$ cat src/rtl/core/six_axis_velocity_ramp_macros.svh
// Assertion macros shared by the velocity ramp RTL.
`ifndef SIX_AXIS_VELOCITY_RAMP_MACROS_SVH
`define SIX_AXIS_VELOCITY_RAMP_MACROS_SVH

// Same-cycle implication, disabled while reset is high.
`define SVR_ASSERT_SAME(name, clk, rst, ante, cons, msg) \
   name: assert property (@(posedge clk) disable iff (rst) (ante) |-> (cons)) \
      else $error(msg);

// Next-cycle implication, disabled while reset is high.
`define SVR_ASSERT_NEXT(name, clk, rst, ante, cons, msg) \
   name: assert property (@(posedge clk) disable iff (rst) (ante) |=> (cons)) \
      else $error(msg);

`endif

$ cat src/rtl/core/svr_pkg.sv
// Shared types, constants and helpers for the six-axis velocity ramp.
package svr_pkg;

   // Geometry of the axis and level stores.
   localparam int AXES    = 6;
   localparam int AXIS_W  = 3;
   localparam int VEL_W   = 25;
   localparam int LVL_W   = 9;
   localparam int ROW_W   = 2 * LVL_W;
   localparam int ACC_W   = 24;
   localparam int ELP_W   = 16;
   localparam int BASE_W  = ACC_W + ELP_W;
   localparam int PROD_W  = LVL_W + BASE_W;
   localparam int STEP_W  = 25;
   localparam int DECAY_W = 24;
   localparam int CALC_W  = 27;
   localparam int CD_W    = 18;

   // Port widths.
   localparam int REQ_DATA_W = 32;
   localparam int REQ_USER_W = 2;
   localparam int RSP_DATA_W = 152;
   localparam int CSR_IDX_W  = 3;
   localparam int CSR_DATA_W = 24;

   // Request field positions inside req_tdata.
   localparam int TGT_LSB = 0;
   localparam int LVL_LSB = 4;
   localparam int ELP_LSB = 13;
   localparam int SEND_BIT = AXES * VEL_W;

   localparam logic [LVL_W-1:0]     LEVEL_ONE     = 9'd256;
   localparam logic [3:0]           DIR_COUNT     = 4'd12;
   localparam logic [3:0]           GROUP_COUNT   = 4'd3;
   localparam logic signed [CD_W-1:0] SEND_INTERVAL = 18'sd3277;

   typedef enum logic [1:0] {
      FUNC_LEVEL = 2'd0,
      FUNC_STOP  = 2'd1,
      FUNC_TICK  = 2'd2
   } func_type;

   typedef enum logic [CSR_IDX_W-1:0] {
      REG_ROT_ACCEL  = 3'd0,
      REG_STR_ACCEL  = 3'd1,
      REG_FWD_ACCEL  = 3'd2,
      REG_ROT_LIMIT  = 3'd3,
      REG_SIDE_LIMIT = 3'd4,
      REG_VERT_LIMIT = 3'd5,
      REG_FWD_LIMIT  = 3'd6,
      REG_BACK_LIMIT = 3'd7
   } csr_index_type;

   localparam logic [AXIS_W-1:0] AX_PITCH = 3'd0;
   localparam logic [AXIS_W-1:0] AX_YAW   = 3'd1;
   localparam logic [AXIS_W-1:0] AX_ROLL  = 3'd2;
   localparam logic [AXIS_W-1:0] AX_FWD   = 3'd3;
   localparam logic [AXIS_W-1:0] AX_SIDE  = 3'd4;
   localparam logic [AXIS_W-1:0] AX_VERT  = 3'd5;

   localparam logic [1:0] GRP_ROT = 2'd0;
   localparam logic [1:0] GRP_STR = 2'd1;
   localparam logic [1:0] GRP_FWD = 2'd2;

   // Per-axis job handed from the sequencer to the datapath.
   typedef struct packed {
      logic                vld;
      logic [AXIS_W-1:0]   axis;
      logic                tick;
      logic                stop;
      logic [ACC_W-1:0]    accel;
      logic [ACC_W-1:0]    hi_mag;
      logic [ACC_W-1:0]    lo_mag;
      logic [ELP_W-1:0]    elapsed;
      logic                vel_ok;
      logic                lvl_ok;
   } axis_ctx_type;

   // Write-back of one finished axis.
   typedef struct packed {
      logic                    vld;
      logic [AXIS_W-1:0]       axis;
      logic signed [VEL_W-1:0] vel;
   } axis_wb_type;

   // Stop group that governs each axis.
   function automatic logic [1:0] axis_group(input logic [AXIS_W-1:0] axis);
      logic [1:0] grp;
      case (axis)
         AX_FWD:          grp = GRP_FWD;
         AX_SIDE, AX_VERT: grp = GRP_STR;
         default:         grp = GRP_ROT;
      endcase
      return grp;
   endfunction

endpackage

$ cat src/rtl/core/svr_ram.sv
// Generic single-port-write, registered-read RAM.
module svr_ram #(
   parameter int WIDTH = 8,
   parameter int DEPTH = 8
) (
   input  logic                     clock,
   input  logic                     wr_en,
   input  logic [$clog2(DEPTH)-1:0] wr_addr,
   input  logic [WIDTH-1:0]         wr_data,
   input  logic [$clog2(DEPTH)-1:0] rd_addr,
   output logic [WIDTH-1:0]         rd_data
);

   logic [WIDTH-1:0] mem [DEPTH];

   // Write and registered read share the clock.
   always_ff @(posedge clock) begin
      if (wr_en) begin
         mem[wr_addr] <= wr_data;
      end
      rd_data <= mem[rd_addr];
   end

endmodule

$ cat src/rtl/core/svr_axis_dp.sv
// Per-axis ramp datapath: step products, decay, clamping and write-back.
module svr_axis_dp (
   input  logic                        clock,
   input  logic                        reset,
   input  svr_pkg::axis_ctx_type       ctx,
   input  logic [svr_pkg::VEL_W-1:0]   vel_rd,
   input  logic [svr_pkg::ROW_W-1:0]   lvl_rd,
   output svr_pkg::axis_wb_type        wb
);
   import svr_pkg::*;

   axis_ctx_type            s1_ctx_ff, s1_ctx_in;
   logic [BASE_W-1:0]       base_ff, base_in;
   logic signed [VEL_W-1:0] v1_ff, v1_in;
   logic [LVL_W-1:0]        dn1_ff, dn1_in;
   logic [LVL_W-1:0]        up1_ff, up1_in;

   axis_ctx_type            s2_ctx_ff;
   logic signed [VEL_W-1:0] v2_ff;
   logic [STEP_W-1:0]       stdn_ff, stdn_in;
   logic [STEP_W-1:0]       stup_ff, stup_in;
   logic [DECAY_W-1:0]      decay_ff;

   logic [PROD_W-1:0]       prod_dn;
   logic [PROD_W-1:0]       prod_up;

   logic signed [CALC_W-1:0] v_x;
   logic signed [CALC_W-1:0] hi_x;
   logic signed [CALC_W-1:0] lo_x;
   logic signed [CALC_W-1:0] dec_x;
   logic signed [CALC_W-1:0] dn_x;
   logic signed [CALC_W-1:0] up_x;
   logic signed [CALC_W-1:0] t_x;
   logic signed [CALC_W-1:0] new_x;

   // Stage one: base step accel*dt; entries never written read as zero.
   always_comb begin
      s1_ctx_in = ctx;
      base_in   = BASE_W'(ctx.accel) * BASE_W'(ctx.elapsed);
      v1_in     = ctx.vel_ok ? signed'(vel_rd) : '0;
      dn1_in    = ctx.lvl_ok ? lvl_rd[LVL_W-1:0] : '0;
      up1_in    = ctx.lvl_ok ? lvl_rd[ROW_W-1:LVL_W] : '0;
   end

   // Stage two: level-scaled steps and the decay step.
   assign prod_dn = PROD_W'(dn1_ff) * PROD_W'(base_ff);
   assign prod_up = PROD_W'(up1_ff) * PROD_W'(base_ff);
   assign stdn_in = prod_dn[PROD_W-1:24];
   assign stup_in = prod_up[PROD_W-1:24];

   always_ff @(posedge clock) begin
      if (reset) begin
         s1_ctx_ff.vld <= 1'b0;
         s2_ctx_ff.vld <= 1'b0;
      end else begin
         s1_ctx_ff.vld <= s1_ctx_in.vld;
         s2_ctx_ff.vld <= s1_ctx_ff.vld;
      end
      s1_ctx_ff.axis    <= s1_ctx_in.axis;
      s1_ctx_ff.tick    <= s1_ctx_in.tick;
      s1_ctx_ff.stop    <= s1_ctx_in.stop;
      s1_ctx_ff.accel   <= s1_ctx_in.accel;
      s1_ctx_ff.hi_mag  <= s1_ctx_in.hi_mag;
      s1_ctx_ff.lo_mag  <= s1_ctx_in.lo_mag;
      s1_ctx_ff.elapsed <= s1_ctx_in.elapsed;
      s1_ctx_ff.vel_ok  <= s1_ctx_in.vel_ok;
      s1_ctx_ff.lvl_ok  <= s1_ctx_in.lvl_ok;
      base_ff <= base_in;
      v1_ff   <= v1_in;
      dn1_ff  <= dn1_in;
      up1_ff  <= up1_in;

      s2_ctx_ff.axis    <= s1_ctx_ff.axis;
      s2_ctx_ff.tick    <= s1_ctx_ff.tick;
      s2_ctx_ff.stop    <= s1_ctx_ff.stop;
      s2_ctx_ff.accel   <= s1_ctx_ff.accel;
      s2_ctx_ff.hi_mag  <= s1_ctx_ff.hi_mag;
      s2_ctx_ff.lo_mag  <= s1_ctx_ff.lo_mag;
      s2_ctx_ff.elapsed <= s1_ctx_ff.elapsed;
      s2_ctx_ff.vel_ok  <= s1_ctx_ff.vel_ok;
      s2_ctx_ff.lvl_ok  <= s1_ctx_ff.lvl_ok;
      v2_ff    <= v1_ff;
      stdn_ff  <= stdn_in;
      stup_ff  <= stup_in;
      decay_ff <= base_ff[BASE_W-1:16];
   end

   // Stage three: hold, decay toward zero, or ramp and clamp to the axis limits.
   always_comb begin
      v_x   = signed'({{(CALC_W-VEL_W){v2_ff[VEL_W-1]}}, v2_ff});
      hi_x  = signed'({{(CALC_W-ACC_W){1'b0}}, s2_ctx_ff.hi_mag});
      lo_x  = -signed'({{(CALC_W-ACC_W){1'b0}}, s2_ctx_ff.lo_mag});
      dec_x = signed'({{(CALC_W-DECAY_W){1'b0}}, decay_ff});
      dn_x  = signed'({{(CALC_W-STEP_W){1'b0}}, stdn_ff});
      up_x  = signed'({{(CALC_W-STEP_W){1'b0}}, stup_ff});
      t_x   = v_x;
      new_x = v_x;
      if (!s2_ctx_ff.tick) begin
         new_x = v_x;
      end else if (s2_ctx_ff.stop) begin
         if (v_x > 0) begin
            t_x   = v_x - dec_x;
            new_x = (t_x < 0) ? '0 : t_x;
         end else begin
            t_x   = v_x + dec_x;
            new_x = (t_x > 0) ? '0 : t_x;
         end
      end else if ((stup_ff == '0) == (stdn_ff == '0)) begin
         // Both directions active, or neither: the axis holds.
         new_x = v_x;
      end else if (stup_ff != '0) begin
         t_x   = v_x + up_x;
         new_x = (t_x > hi_x) ? hi_x : t_x;
      end else begin
         t_x   = v_x - dn_x;
         new_x = (t_x < lo_x) ? lo_x : t_x;
      end
   end

   assign wb.vld  = s2_ctx_ff.vld;
   assign wb.axis = s2_ctx_ff.axis;
   assign wb.vel  = new_x[VEL_W-1:0];

endmodule

$ cat src/rtl/core/six_axis_velocity_ramp.sv
// Top level of the six-axis velocity ramp: sequencer, state memories and ports.
//
//  Channel   Direction  Handshake                 Payload
//  req       in         req_tvalid / req_tready   tuser func; tdata target, level, elapsed
//  rsp       out        rsp_tvalid / rsp_tready   tdata six velocities, send_due
//  csr       in         csr_wr_en                 csr_index, csr_wdata (24 bits)
//
// Every item sweeps all six axes through the velocity and level memories: one read
// per cycle, then three datapath stages; the sequencer steps through the memory sweep,
// the datapath drain and done, loads the result into the output register, and only
// then returns to idle to take the next item.
// A finished result waits in the output register while the next item is taken.
// Reset is synchronous; stores come out of reset as zero through per-row valid bits.
// A stalled rsp side holds the sweep's result until the output register frees up.
`include "six_axis_velocity_ramp_macros.svh"

module six_axis_velocity_ramp (
   input  logic                              clock,
   input  logic                              reset,
   input  logic                              req_tvalid,
   output logic                              req_tready,
   // tdata from bit 0: target[3:0], level[12:4], elapsed[28:13], zero pad
   input  logic [svr_pkg::REQ_DATA_W-1:0]    req_tdata,
   // tuser: func[1:0]
   input  logic [svr_pkg::REQ_USER_W-1:0]    req_tuser,
   output logic                              rsp_tvalid,
   input  logic                              rsp_tready,
   // tdata from bit 0: pitch_rate, yaw_rate, roll_rate, forward_speed,
   // side_speed, vertical_speed (25 bits each), send_due[150], zero pad
   output logic [svr_pkg::RSP_DATA_W-1:0]    rsp_tdata,
   input  logic                              csr_wr_en,
   input  logic [svr_pkg::CSR_IDX_W-1:0]     csr_index,
   input  logic [svr_pkg::CSR_DATA_W-1:0]    csr_wdata
);
   import svr_pkg::*;

   typedef enum logic [3:0] {
      ST_IDLE  = 4'b0001,
      ST_SWEEP = 4'b0010,
      ST_DRAIN = 4'b0100,
      ST_DONE  = 4'b1000
   } state_type;

   state_type state_ff, state_in;
   logic [AXIS_W-1:0] cnt_ff, cnt_in;

   // Configuration registers.
   logic [ACC_W-1:0] rot_accel_ff, str_accel_ff, fwd_accel_ff;
   logic [ACC_W-1:0] rot_lim_ff, side_lim_ff, vert_lim_ff, fwd_lim_ff, back_lim_ff;

   // Item in work.
   func_type          item_func_ff;
   logic [3:0]        item_target_ff;
   logic [LVL_W-1:0]  item_level_ff;
   logic [ELP_W-1:0]  item_elapsed_ff;
   logic              item_send_ff, item_send_in;

   logic [2:0]                stop_ff;
   logic signed [CD_W-1:0]    cd_ff, cd_in;
   logic signed [CD_W-1:0]    cd_diff, cd_wrap;

   logic [AXES-1:0] vel_ok_ff;
   logic [AXES-1:0] lvl_ok_ff;

   axis_ctx_type ctx_in, ctx_ff;
   axis_wb_type  wb;

   logic [VEL_W-1:0] vel_rd;
   logic [ROW_W-1:0] lvl_rd;
   logic [ROW_W-1:0] lvl_row;
   logic [ROW_W-1:0] lvl_wr_data;
   logic             lvl_we;

   logic signed [VEL_W-1:0] asm_ff [AXES];
   logic signed [VEL_W-1:0] out_vel_ff [AXES];
   logic                    out_send_ff;
   logic                    rsp_tvalid_ff;

   logic             req_fire;
   logic             out_free;
   func_type         req_func;
   logic [3:0]       req_target;
   logic [LVL_W-1:0] req_level;
   logic [LVL_W-1:0] req_level_sat;
   logic [ELP_W-1:0] req_elapsed;

   assign req_func      = func_type'(req_tuser);
   assign req_target    = req_tdata[LVL_LSB-1:TGT_LSB];
   assign req_level     = req_tdata[ELP_LSB-1:LVL_LSB];
   assign req_elapsed   = req_tdata[ELP_LSB+ELP_W-1:ELP_LSB];
   assign req_level_sat = (req_level > LEVEL_ONE) ? LEVEL_ONE : req_level;

   assign req_tready = (state_ff == ST_IDLE);
   assign req_fire   = req_tvalid && req_tready;
   assign out_free   = !rsp_tvalid_ff || rsp_tready;

   // Send countdown for a tick item.
   always_comb begin
      cd_diff      = cd_ff - signed'({{(CD_W-ELP_W){1'b0}}, req_elapsed});
      cd_wrap      = cd_diff + SEND_INTERVAL;
      cd_in        = cd_ff;
      item_send_in = 1'b0;
      if (req_func == FUNC_TICK) begin
         if (cd_diff > 0) begin
            cd_in = cd_diff;
         end else begin
            item_send_in = 1'b1;
            cd_in        = (cd_wrap < 0) ? SEND_INTERVAL : cd_wrap;
         end
      end
   end

   // Sequencer: one memory read per axis, then wait for the last write-back and a free output register.
   always_comb begin
      state_in = state_ff;
      cnt_in   = cnt_ff;
      case (state_ff)
         ST_IDLE: begin
            cnt_in = '0;
            if (req_tvalid) begin
               state_in = ST_SWEEP;
            end
         end
         ST_SWEEP: begin
            cnt_in = cnt_ff + 1'b1;
            if (cnt_ff == AXIS_W'(AXES - 1)) begin
               state_in = ST_DRAIN;
            end
         end
         ST_DRAIN: begin
            if (wb.vld && wb.axis == AXIS_W'(AXES - 1)) begin
               state_in = ST_DONE;
            end
         end
         ST_DONE: begin
            if (out_free) begin
               state_in = ST_IDLE;
            end
         end
         default: state_in = ST_IDLE;
      endcase
   end

   // Axis job: acceleration, limits and stop flag of the axis being read.
   always_comb begin
      ctx_in.vld     = (state_ff == ST_SWEEP);
      ctx_in.axis    = cnt_ff;
      ctx_in.tick    = (item_func_ff == FUNC_TICK);
      ctx_in.stop    = stop_ff[axis_group(cnt_ff)];
      ctx_in.elapsed = item_elapsed_ff;
      ctx_in.vel_ok  = vel_ok_ff[cnt_ff];
      ctx_in.lvl_ok  = lvl_ok_ff[cnt_ff];
      case (cnt_ff)
         AX_FWD: begin
            ctx_in.accel  = fwd_accel_ff;
            ctx_in.hi_mag = fwd_lim_ff;
            ctx_in.lo_mag = back_lim_ff;
         end
         AX_SIDE: begin
            ctx_in.accel  = str_accel_ff;
            ctx_in.hi_mag = side_lim_ff;
            ctx_in.lo_mag = side_lim_ff;
         end
         AX_VERT: begin
            ctx_in.accel  = str_accel_ff;
            ctx_in.hi_mag = vert_lim_ff;
            ctx_in.lo_mag = vert_lim_ff;
         end
         default: begin
            ctx_in.accel  = rot_accel_ff;
            ctx_in.hi_mag = rot_lim_ff;
            ctx_in.lo_mag = rot_lim_ff;
         end
      endcase
   end

   // Level update: read-modify-write of the row pair while the sweep passes it.
   always_comb begin
      lvl_row = ctx_ff.lvl_ok ? lvl_rd : '0;
      lvl_wr_data = item_target_ff[0] ? {item_level_ff, lvl_row[LVL_W-1:0]}
                                      : {lvl_row[ROW_W-1:LVL_W], item_level_ff};
      lvl_we = ctx_ff.vld && (item_func_ff == FUNC_LEVEL)
               && (item_target_ff < DIR_COUNT)
               && (item_target_ff[3:1] == ctx_ff.axis);
   end

   svr_ram #(
      .WIDTH(VEL_W),
      .DEPTH(AXES)
   ) u_vel_ram (
      .clock   (clock),
      .wr_en   (wb.vld),
      .wr_addr (wb.axis),
      .wr_data (wb.vel),
      .rd_addr (cnt_ff),
      .rd_data (vel_rd)
   );

   svr_ram #(
      .WIDTH(ROW_W),
      .DEPTH(AXES)
   ) u_lvl_ram (
      .clock   (clock),
      .wr_en   (lvl_we),
      .wr_addr (ctx_ff.axis),
      .wr_data (lvl_wr_data),
      .rd_addr (cnt_ff),
      .rd_data (lvl_rd)
   );

   svr_axis_dp u_dp (
      .clock  (clock),
      .reset  (reset),
      .ctx    (ctx_ff),
      .vel_rd (vel_rd),
      .lvl_rd (lvl_rd),
      .wb     (wb)
   );

   // Control state, configuration, stop flags and the axis job register.
   always_ff @(posedge clock) begin
      if (reset) begin
         state_ff      <= ST_IDLE;
         cnt_ff        <= '0;
         ctx_ff.vld    <= 1'b0;
         vel_ok_ff     <= '0;
         lvl_ok_ff     <= '0;
         stop_ff       <= '0;
         cd_ff         <= SEND_INTERVAL;
         rsp_tvalid_ff <= 1'b0;
         rot_accel_ff  <= 24'd5760;
         str_accel_ff  <= 24'd12800;
         fwd_accel_ff  <= 24'd128000;
         rot_lim_ff    <= 24'd23040;
         side_lim_ff   <= 24'd128000;
         vert_lim_ff   <= 24'd128000;
         fwd_lim_ff    <= 24'd1280000;
         back_lim_ff   <= 24'd640000;
      end else begin
         state_ff   <= state_in;
         cnt_ff     <= cnt_in;
         ctx_ff.vld <= ctx_in.vld;
         if (wb.vld) begin
            vel_ok_ff[wb.axis] <= 1'b1;
         end
         if (lvl_we) begin
            lvl_ok_ff[ctx_ff.axis] <= 1'b1;
         end
         if (req_fire) begin
            cd_ff <= cd_in;
            if (req_func == FUNC_STOP && req_target < GROUP_COUNT) begin
               stop_ff[req_target[1:0]] <= req_level[0];
            end
         end
         if (state_ff == ST_DONE && out_free) begin
            rsp_tvalid_ff <= 1'b1;
         end else if (rsp_tready) begin
            rsp_tvalid_ff <= 1'b0;
         end
         if (csr_wr_en) begin
            case (csr_index)
               REG_ROT_ACCEL:  rot_accel_ff <= csr_wdata;
               REG_STR_ACCEL:  str_accel_ff <= csr_wdata;
               REG_FWD_ACCEL:  fwd_accel_ff <= csr_wdata;
               REG_ROT_LIMIT:  rot_lim_ff   <= csr_wdata;
               REG_SIDE_LIMIT: side_lim_ff  <= csr_wdata;
               REG_VERT_LIMIT: vert_lim_ff  <= csr_wdata;
               REG_FWD_LIMIT:  fwd_lim_ff   <= csr_wdata;
               REG_BACK_LIMIT: back_lim_ff  <= csr_wdata;
               default:        rot_accel_ff <= rot_accel_ff;
            endcase
         end
      end
      ctx_ff.axis    <= ctx_in.axis;
      ctx_ff.tick    <= ctx_in.tick;
      ctx_ff.stop    <= ctx_in.stop;
      ctx_ff.accel   <= ctx_in.accel;
      ctx_ff.hi_mag  <= ctx_in.hi_mag;
      ctx_ff.lo_mag  <= ctx_in.lo_mag;
      ctx_ff.elapsed <= ctx_in.elapsed;
      ctx_ff.vel_ok  <= ctx_in.vel_ok;
      ctx_ff.lvl_ok  <= ctx_in.lvl_ok;
   end

   // Item payload and result assembly.
   always_ff @(posedge clock) begin
      if (req_fire) begin
         item_func_ff    <= req_func;
         item_target_ff  <= req_target;
         item_level_ff   <= req_level_sat;
         item_elapsed_ff <= req_elapsed;
         item_send_ff    <= item_send_in;
      end
      if (wb.vld) begin
         asm_ff[wb.axis] <= wb.vel;
      end
      if (state_ff == ST_DONE && out_free) begin
         for (int i = 0; i < AXES; i++) begin
            out_vel_ff[i] <= asm_ff[i];
         end
         out_send_ff <= item_send_ff;
      end
   end

   // Output packing.
   always_comb begin
      rsp_tdata = '0;
      for (int i = 0; i < AXES; i++) begin
         rsp_tdata[i*VEL_W +: VEL_W] = out_vel_ff[i];
      end
      rsp_tdata[SEND_BIT] = out_send_ff;
   end

   assign rsp_tvalid = rsp_tvalid_ff;

   // Checks on the sequencer and the write paths.
   `SVR_ASSERT_NEXT(a_accept_starts_sweep, clock, reset, req_fire, state_ff == ST_SWEEP, "accepted item did not start a sweep")
   `SVR_ASSERT_SAME(a_wb_in_sweep, clock, reset, wb.vld, state_ff == ST_SWEEP || state_ff == ST_DRAIN, "axis write-back outside a sweep")
   `SVR_ASSERT_SAME(a_lvl_we_cmd, clock, reset, lvl_we, item_func_ff == FUNC_LEVEL, "level store written by a non-command item")
   `SVR_ASSERT_NEXT(a_done_loads, clock, reset, state_ff == ST_DONE && out_free, rsp_tvalid && state_ff == ST_IDLE, "finished item not loaded into the output register")

endmodule
$ cat config.mk
export PLATFORM = sky130hd
export DESIGN_NAME = six_axis_velocity_ramp
export DESIGN_NICKNAME = d
export VERILOG_FILES = /design/src/rtl/core/svr_pkg.sv /design/src/rtl/core/svr_ram.sv /design/src/rtl/core/svr_axis_dp.sv /design/src/rtl/core/six_axis_velocity_ramp.sv
export VERILOG_INCLUDE_DIRS = /design/src /design/src/rtl/core
export SDC_FILE = /design/constraint.sdc
export NUM_CORES = 2
export LEC_CHECK = 0
export BUFFER_PORTS_ARGS = -buffer_cell sky130_fd_sc_hd__buf_4
export CAP_MARGIN = 10
export CORE_AREA = 2 2 413 374
export CTS_CLUSTER_SIZE = 40
export DETAILED_ROUTE_END_ITERATION = 8
export DIE_AREA = 0 0 415 376
export PLACE_DENSITY_LB_ADDON = 0.25
export SYNTH_ARGS = -nofsm -noshare
export SYNTH_HDL_FRONTEND = slang
export SYNTH_SLANG_ARGS = --single-unit
$ cat constraint.sdc
create_clock -name clock -period 11.39 [get_ports clock]
set_clock_uncertainty 0.1 [all_clocks]
set_input_delay 2.278 -clock clock [delete_from_list [all_inputs] [get_ports clock]]
set_output_delay 2.278 -clock clock [all_outputs]
set_load 0.005 [all_outputs]
# == Word-level counts from Yosys, hierarchy flattened ==
# Memories as Yosys holds them, arrays and structs flattened. A register that Yosys moved wholly into a read port is not among the register bits.
# Index checks and enable logic that the tools add are counted.
# totals
rom_bits,0
n_memories,4
wordCells,184
mem_bits_rw,558
input_bits,66
latch_bits,0
reg_bits,652
out_inout_bits,154
# classes
n_lt_le_gt_ge,18
n_reduce_logical,31
n_eq_ne,24
muxes,43
mul,3
shifts,0
addsub,8
bitwise,2
n_div,0
# memory_table
memory,depth,width,read_ports,rd_ports_with_merged_regs,write_ports,line_no,text
asm_ff,6,25,6,0,1,six_axis_velocity_ramp.sv:74,logic signed [VEL_W-1:0] asm_ff [AXES];
out_vel_ff,6,25,6,0,6,six_axis_velocity_ramp.sv:75,logic signed [VEL_W-1:0] out_vel_ff [AXES];
u_vel_ram.mem,6,25,1,1,1,svr_ram.sv:14,logic [WIDTH-1:0] mem [DEPTH];
u_lvl_ram.mem,6,18,1,1,1,svr_ram.sv:14,
# op_table
op,count
$mux 25,9
$pmux 72 s3,1
$mul 9x40->49,2
$mux 18,4
$logic_not 25->1,2
$mul 24x16->40,1
$add 25x26->27,1
$gt 27x25->1,1
$lt 27x27->1,1
$neg 24->27,1
$sub 25x26->27,1
$add 25x25->26,1
$gt 26x1->1 const B,1
$lt 26x1->1 const B,1
$sub 25x25->26,1
$gt 25x1->1 const B,1
$reduce_bool 25->1,1
$eq 3x3->1 const B,7
$reduce_and 2->1,10
$add 18x13->18 const B,1
$gt 18x1->1 const B,1
$lt 18x1->1 const B,1
$sub 18x17->18,1
$mux 4,4
other kinds (38),74

# == Longest topological paths before layout ==
# depth
word_depth,7
depth_mapped,28
depth_no_buf,26

# == Modules after synthesis ==
# Synthesis repeated with hierarchy kept, for this count alone.
# hier_totals
hier_cells,7803
area_unflattened_um2,80765.0
# modules_own_cells
mod,n_inst,cells_per_inst,area_per_inst_um2,seq_area_each_um2
svr_axis_dp,1,5237,46285.6,5805.6
six_axis_velocity_ramp,1,1998,23447.5,16585.9
svr_ram (u_vel_ram),1,329,6404.9,5004.8
svr_ram (u_lvl_ram),1,239,4626.9,3603.5

# == Worst setup path before layout ==
# No wires, ideal clock.
# synth_path
path_type,input port to flip-flop
start,input rsp_tready
end,"register out_send_ff, enable pin"
arrival_ns,9.053
path_slack_ns,1.555
n_path_buf,0
setup_ns,0.681
required_ns,10.609
stages,2
cell_sequence,nand2b_1 -> nor2b_1
# synth_between
elab_chain_cells,2
# synth_rtl
element,line_no,text
from (decl),six_axis_velocity_ramp.sv:27,"input logic rsp_tready,"
$logic_or 1x1->1,six_axis_velocity_ramp.sv:95,assign out_free = !rsp_tvalid_ff || rsp_tready;
$logic_and 1x1->1,six_axis_velocity_ramp.sv:297,if (state_ff == ST_DONE && out_free) begin
to (signal assigned),six_axis_velocity_ramp.sv:301,out_send_ff <= item_send_ff;
to (decl),six_axis_velocity_ramp.sv:76,logic out_send_ff;
# Every way passes these cells.
# A chain may end at the register's enable or synchronous reset.

# == Worst setup path after layout ==
# layout_path
start,register u_dp.v2_ff[2]
end,"memory u_vel_ram.mem[3][9] in the netlist's numbering, data pin"
# layout_between
elab_chain_cells,7
elab_cells_between_ends,18
cone_classes,4 x add/sub; 5 x order compare; 9 x mux
# layout_rtl
element,line_no,text
from (decl),svr_axis_dp.sv:19,logic signed [VEL_W-1:0] v2_ff;
from (signal assigned),svr_axis_dp.sv:82,v2_ff <= v1_ff;
$sub 25x26->27 or $add 25x26->27 (tied branches),"svr_axis_dp.sv:115, svr_axis_dp.sv:112",
$lt 27x27->1 or $gt 27x25->1 (tied branches),"svr_axis_dp.sv:116, svr_axis_dp.sv:113",
"$mux 25, on equally long branches","svr_axis_dp.sv:116, svr_axis_dp.sv:113",
$mux 25,svr_axis_dp.sv:111,end else if (stup_ff != '0) begin
$mux 25,svr_axis_dp.sv:108,end else if ((stup_ff == '0) == (stdn_ff == '0)) begin
$mux 25 (*),svr_axis_dp.sv:100,end else if (s2_ctx_ff.stop) begin
$mux 25 (*),svr_axis_dp.sv:98,if (!s2_ctx_ff.tick) begin
via u_dp.new_x[9],svr_axis_dp.sv:34,logic signed [CALC_W-1:0] new_x;
to (decl),svr_ram.sv:14,
# The timed path passes the listed nets; every way through them passes the cells marked *.

==> metrics.yaml <==
drt-total-wl_mm: 201
initialDrtViolationCount: 4556
track_usage_pct: 26.2
drive_above_1_share_pct: 8.20
max-cap-violations: 0
vias: 53977
mappedNetlistNets: 8890
gr-total-overflow: 0
syn_area_sq_um: 75400
seq_area_frac_synth_pct: 35.2
synth-seq-cells: 1103
ios: 220
die_width_um: 415
critPathRequiredTime_ps: 11730
detail_route.wl_per_cell_um: 20.7
irDropWorstVdd_uv: 141
rsz0062_at_grt: "no"
power_frac_seq_pct: 44.2
design_area_sq_um: 82600
drt_first_pass_iters: 6
relSlewSlack_pct: 22.1
r2r_end: "u_vel_ram.mem[3][9]"
fillers: 13336
cellPowerDensity_nw_per_um2: 123
via_per_inst: 5.55
layout.area.seq_sq_um: 26500
gp_congestion: 0.999
ctsRootBufferMaster: "clkbuf_16"
core_sq_um: 152000
grt_pass1_wl_mm: 319
nets: 8946
p_leak_nw: 36.0
grt_pass1_vias: 55689
final_hold_viol_count: 0
initial_core_util_pct: 49.6
die-area_sq_um: 156000
worst_pin_slew_ps: 1160
place_area_sq_um: 78900
fin_setup_tns_ps: 0
final_common_cell: "nand2_1"
numCtsBuffers: 107
hold_depth: 0
cts_buffer_depth: 3
holdBufCountCts: 0
syn_inst: 7566
std_cell_rows: 136
port_buffers: 215
post-route-util_pct: 54.4
startpoint_type: "flop"
fin_ws_ps: 3630
holdCritStartpoint: "ctx_ff[23]"
r2r_start: "u_dp.v2_ff[2]"
cts-htree-levels: 3
hpwl_mm: 146
syn_avg_cell_area_sq_um: 9.96
cts_tree: "yes"
min_period_ps: 7760
status: "complete, no violations"
clk_pin_slew_ps: 70
critical_path_class: "reg2reg"
path_max_fanout: 42
power_frac_comb_pct: 20.1
cts_setup_buffers: 0
drc: 0
grt_max_degree: 152
fin_crit_sh_pct: 68.1
area_growth_pct: 9.61
cts_resized: 0
hold_path_class: "reg2reg"
cp.arrival_ps: 8100
p_int_mw: 7.05
fmax_mhz: 129
swShare_pct: 30.8
finalMaxSlewViolations: 0
die_h_um: 376
clkPwrFrac_pct: 35.8
multiInputGateArea_sq_um: 43800
clkSinkCount: 1103
mostFrequentLayoutCells: "nand2_1, inv_1, fa_1, dfxtp_1, and2_1"
r2r_cells: 25
antenna_left: 0
setup-violations-final: 0
antenna_cells: 0
crit_path_end_kind: "flop"
async_flop_share_pct: 0
holdPathEnd: "u_dp.s1_ctx_ff[23]"
ys.flop_type: "dfxtp_1"
switchingPower_mw: 3.14
dp_worst_setup_slack_ps: 3940
ys.warnings.count: 0
antenna_found_initial: 3
synth_edf_count: 441
ys_types: 104
clk_latency_ps: 770
r2r_setup_slack_ps: 3630
synthesized netlist by cell type, types with 16 or more instances:
master    count  area, sq um
clkbuf_2     21          105
and2_1      462         2890
clkbuf_1    305         1140
nand4_1      27          169
mux2i_1      56          561
edfxtp_1    441        13200
fa_1        843        16900
a22oi_1      31          233
o21ai_0     160          801
nor4_1       30          188
nor2_1      245          920
or3_1        21          131
mux2_2       19          214
inv_1       995         3730
a21o_1       95          713
ha_1        415         5190
o31ai_1      17          128
nand2_1    1417         5320
a222oi_1     24          240
nor3_1       84          420
nand3_1      42          210
xor2_1       57          499
nand2b_1     47          294
buf_1        19         71.3
dfxtp_1     662        13300
a21oi_1     381         1910
mux4_2       45         1010
o21a_1       32          240
nor2b_1      54          338
o21bai_1     23          173
a211oi_1     39          293
xnor2_1     124         1090
a31oi_1      19          119
nand3b_1     43          323
o211ai_1     16          120
how the worst max path moves through the flow:
stage,endpoint,start,depth (start not counted)
after floorplan,out_send_ff,rsp_tready,2
after global placement,u_vel_ram.mem[0][9],u_dp.v2_ff[2],25
after detailed placement,u_vel_ram.mem[1][9],u_dp.v2_ff[2],25
after CTS,u_dp.base_ff[38],ctx_ff[6],24
after global routing,u_dp.base_ff[38],ctx_ff[9],24
final,u_vel_ram.mem[3][9],u_dp.v2_ff[2],25
final cells by class:
| class | count | share of cell area (%) |
|---|---|---|
| Tap cell | 2001 | 3.03 |
| Multi-Input combinational cell | 5105 | 53.0 |
| Clock buffer | 142 | 3.72 |
| Timing Repair Buffer | 307 | 2.81 |
| Sequential cell | 1103 | 32.1 |
| Inverter | 998 | 4.54 |
| Clock inverter | 61 | 0.789 |
worst max-delay path: stages (launching register included):
cell	delay (ps)
dfxtp_1	620
ha_1	370
nor2b_1	170
o31a_1	270
o41a_1	370
o21ai_0	240
a21boi_0	130
o21a_1	220
o41ai_1	420
o21bai_1	110
a21oi_1	220
xnor2_1	170
ha_1	340
nand4_1	140
nor4_1	460
nand4_1	170
nor3_1	280
nand2_1	80
o221ai_1	120
nand4b_1	160
a22oi_2	170
buf_4	420
mux2i_1	130
a221oi_1	820
nor2_1	100
o21ai_1	640
layer usage:
metal,global-route usage (%),wire length (um),vias to the layer above
met5,0,8,-
met2,41.0,90000,2010
li1,-,-,24584
met1,37.6,89700,27072
met3,4.39,16100,309
met4,7.13,5410,2
sequential cells by signal (all words and copies together) (netlist names), 18 cells and up:
name	flops
back_lim_ff	24
u_dp.decay_ff	24
fwd_accel_ff	24
out_vel_ff	150
rot_lim_ff	24
u_dp.s1_ctx_ff	54
u_dp.s2_ctx_ff	26
vert_lim_ff	24
u_lvl_ram.mem	108
u_dp.v1_ff	25
ctx_ff	96
side_lim_ff	24
u_dp.hi_x	24
u_dp.base_ff	40
u_vel_ram.rd_data	25
u_dp.v2_ff	25
u_vel_ram.mem	150
u_dp.stdn_ff	25
u_dp.stup_ff	25
u_lvl_ram.rd_data	18
rot_accel_ff	24
str_accel_ff	24
fwd_lim_ff	24
cd_ff	18
cells by family after synthesis:
kind of cell               Yosys count  synth area share (%)
adders and majority gates         1258                  29.3
xor gates and xnor gates           181                  2.10
and+or+nand+nor                   2536                  15.5
muxes                              121                  2.39
DFF                               1103                  35.2
buffers and inverters             1358                  6.85
other                                1               0.00498
AOI/OAI and AO/OA                 1008                  8.70
per-stage QoR:
| stage | cells | hold slack (ps) | power [mW] |
|---|---|---|---|
| after floorplan | 7566 | 210 | 5.91 |
| after global placement | 9513 | 210 | 6.57 |
| after detailed placement | 9513 | 212 | 6.60 |
| after CTS | 9716 | 169 | 10.2 |
| after global routing | 9717 | 184 | 10.7 |
| final | 9717 | 177 | 10.2 |
power by group through the flow:
stage / Clock (mW) / Sequential [mW] / Combinational [mW]
after global placement: 0 / 4.58 / 1.99
after floorplan: 0 / 4.40 / 1.51
after CTS: 3.72 / 4.50 / 2.03
after detailed placement: 0 / 4.58 / 2.02
final: 3.65 / 4.50 / 2.04
after global routing: 3.87 / 4.52 / 2.30
Note: power is estimated with default switching activity, not from simulation.
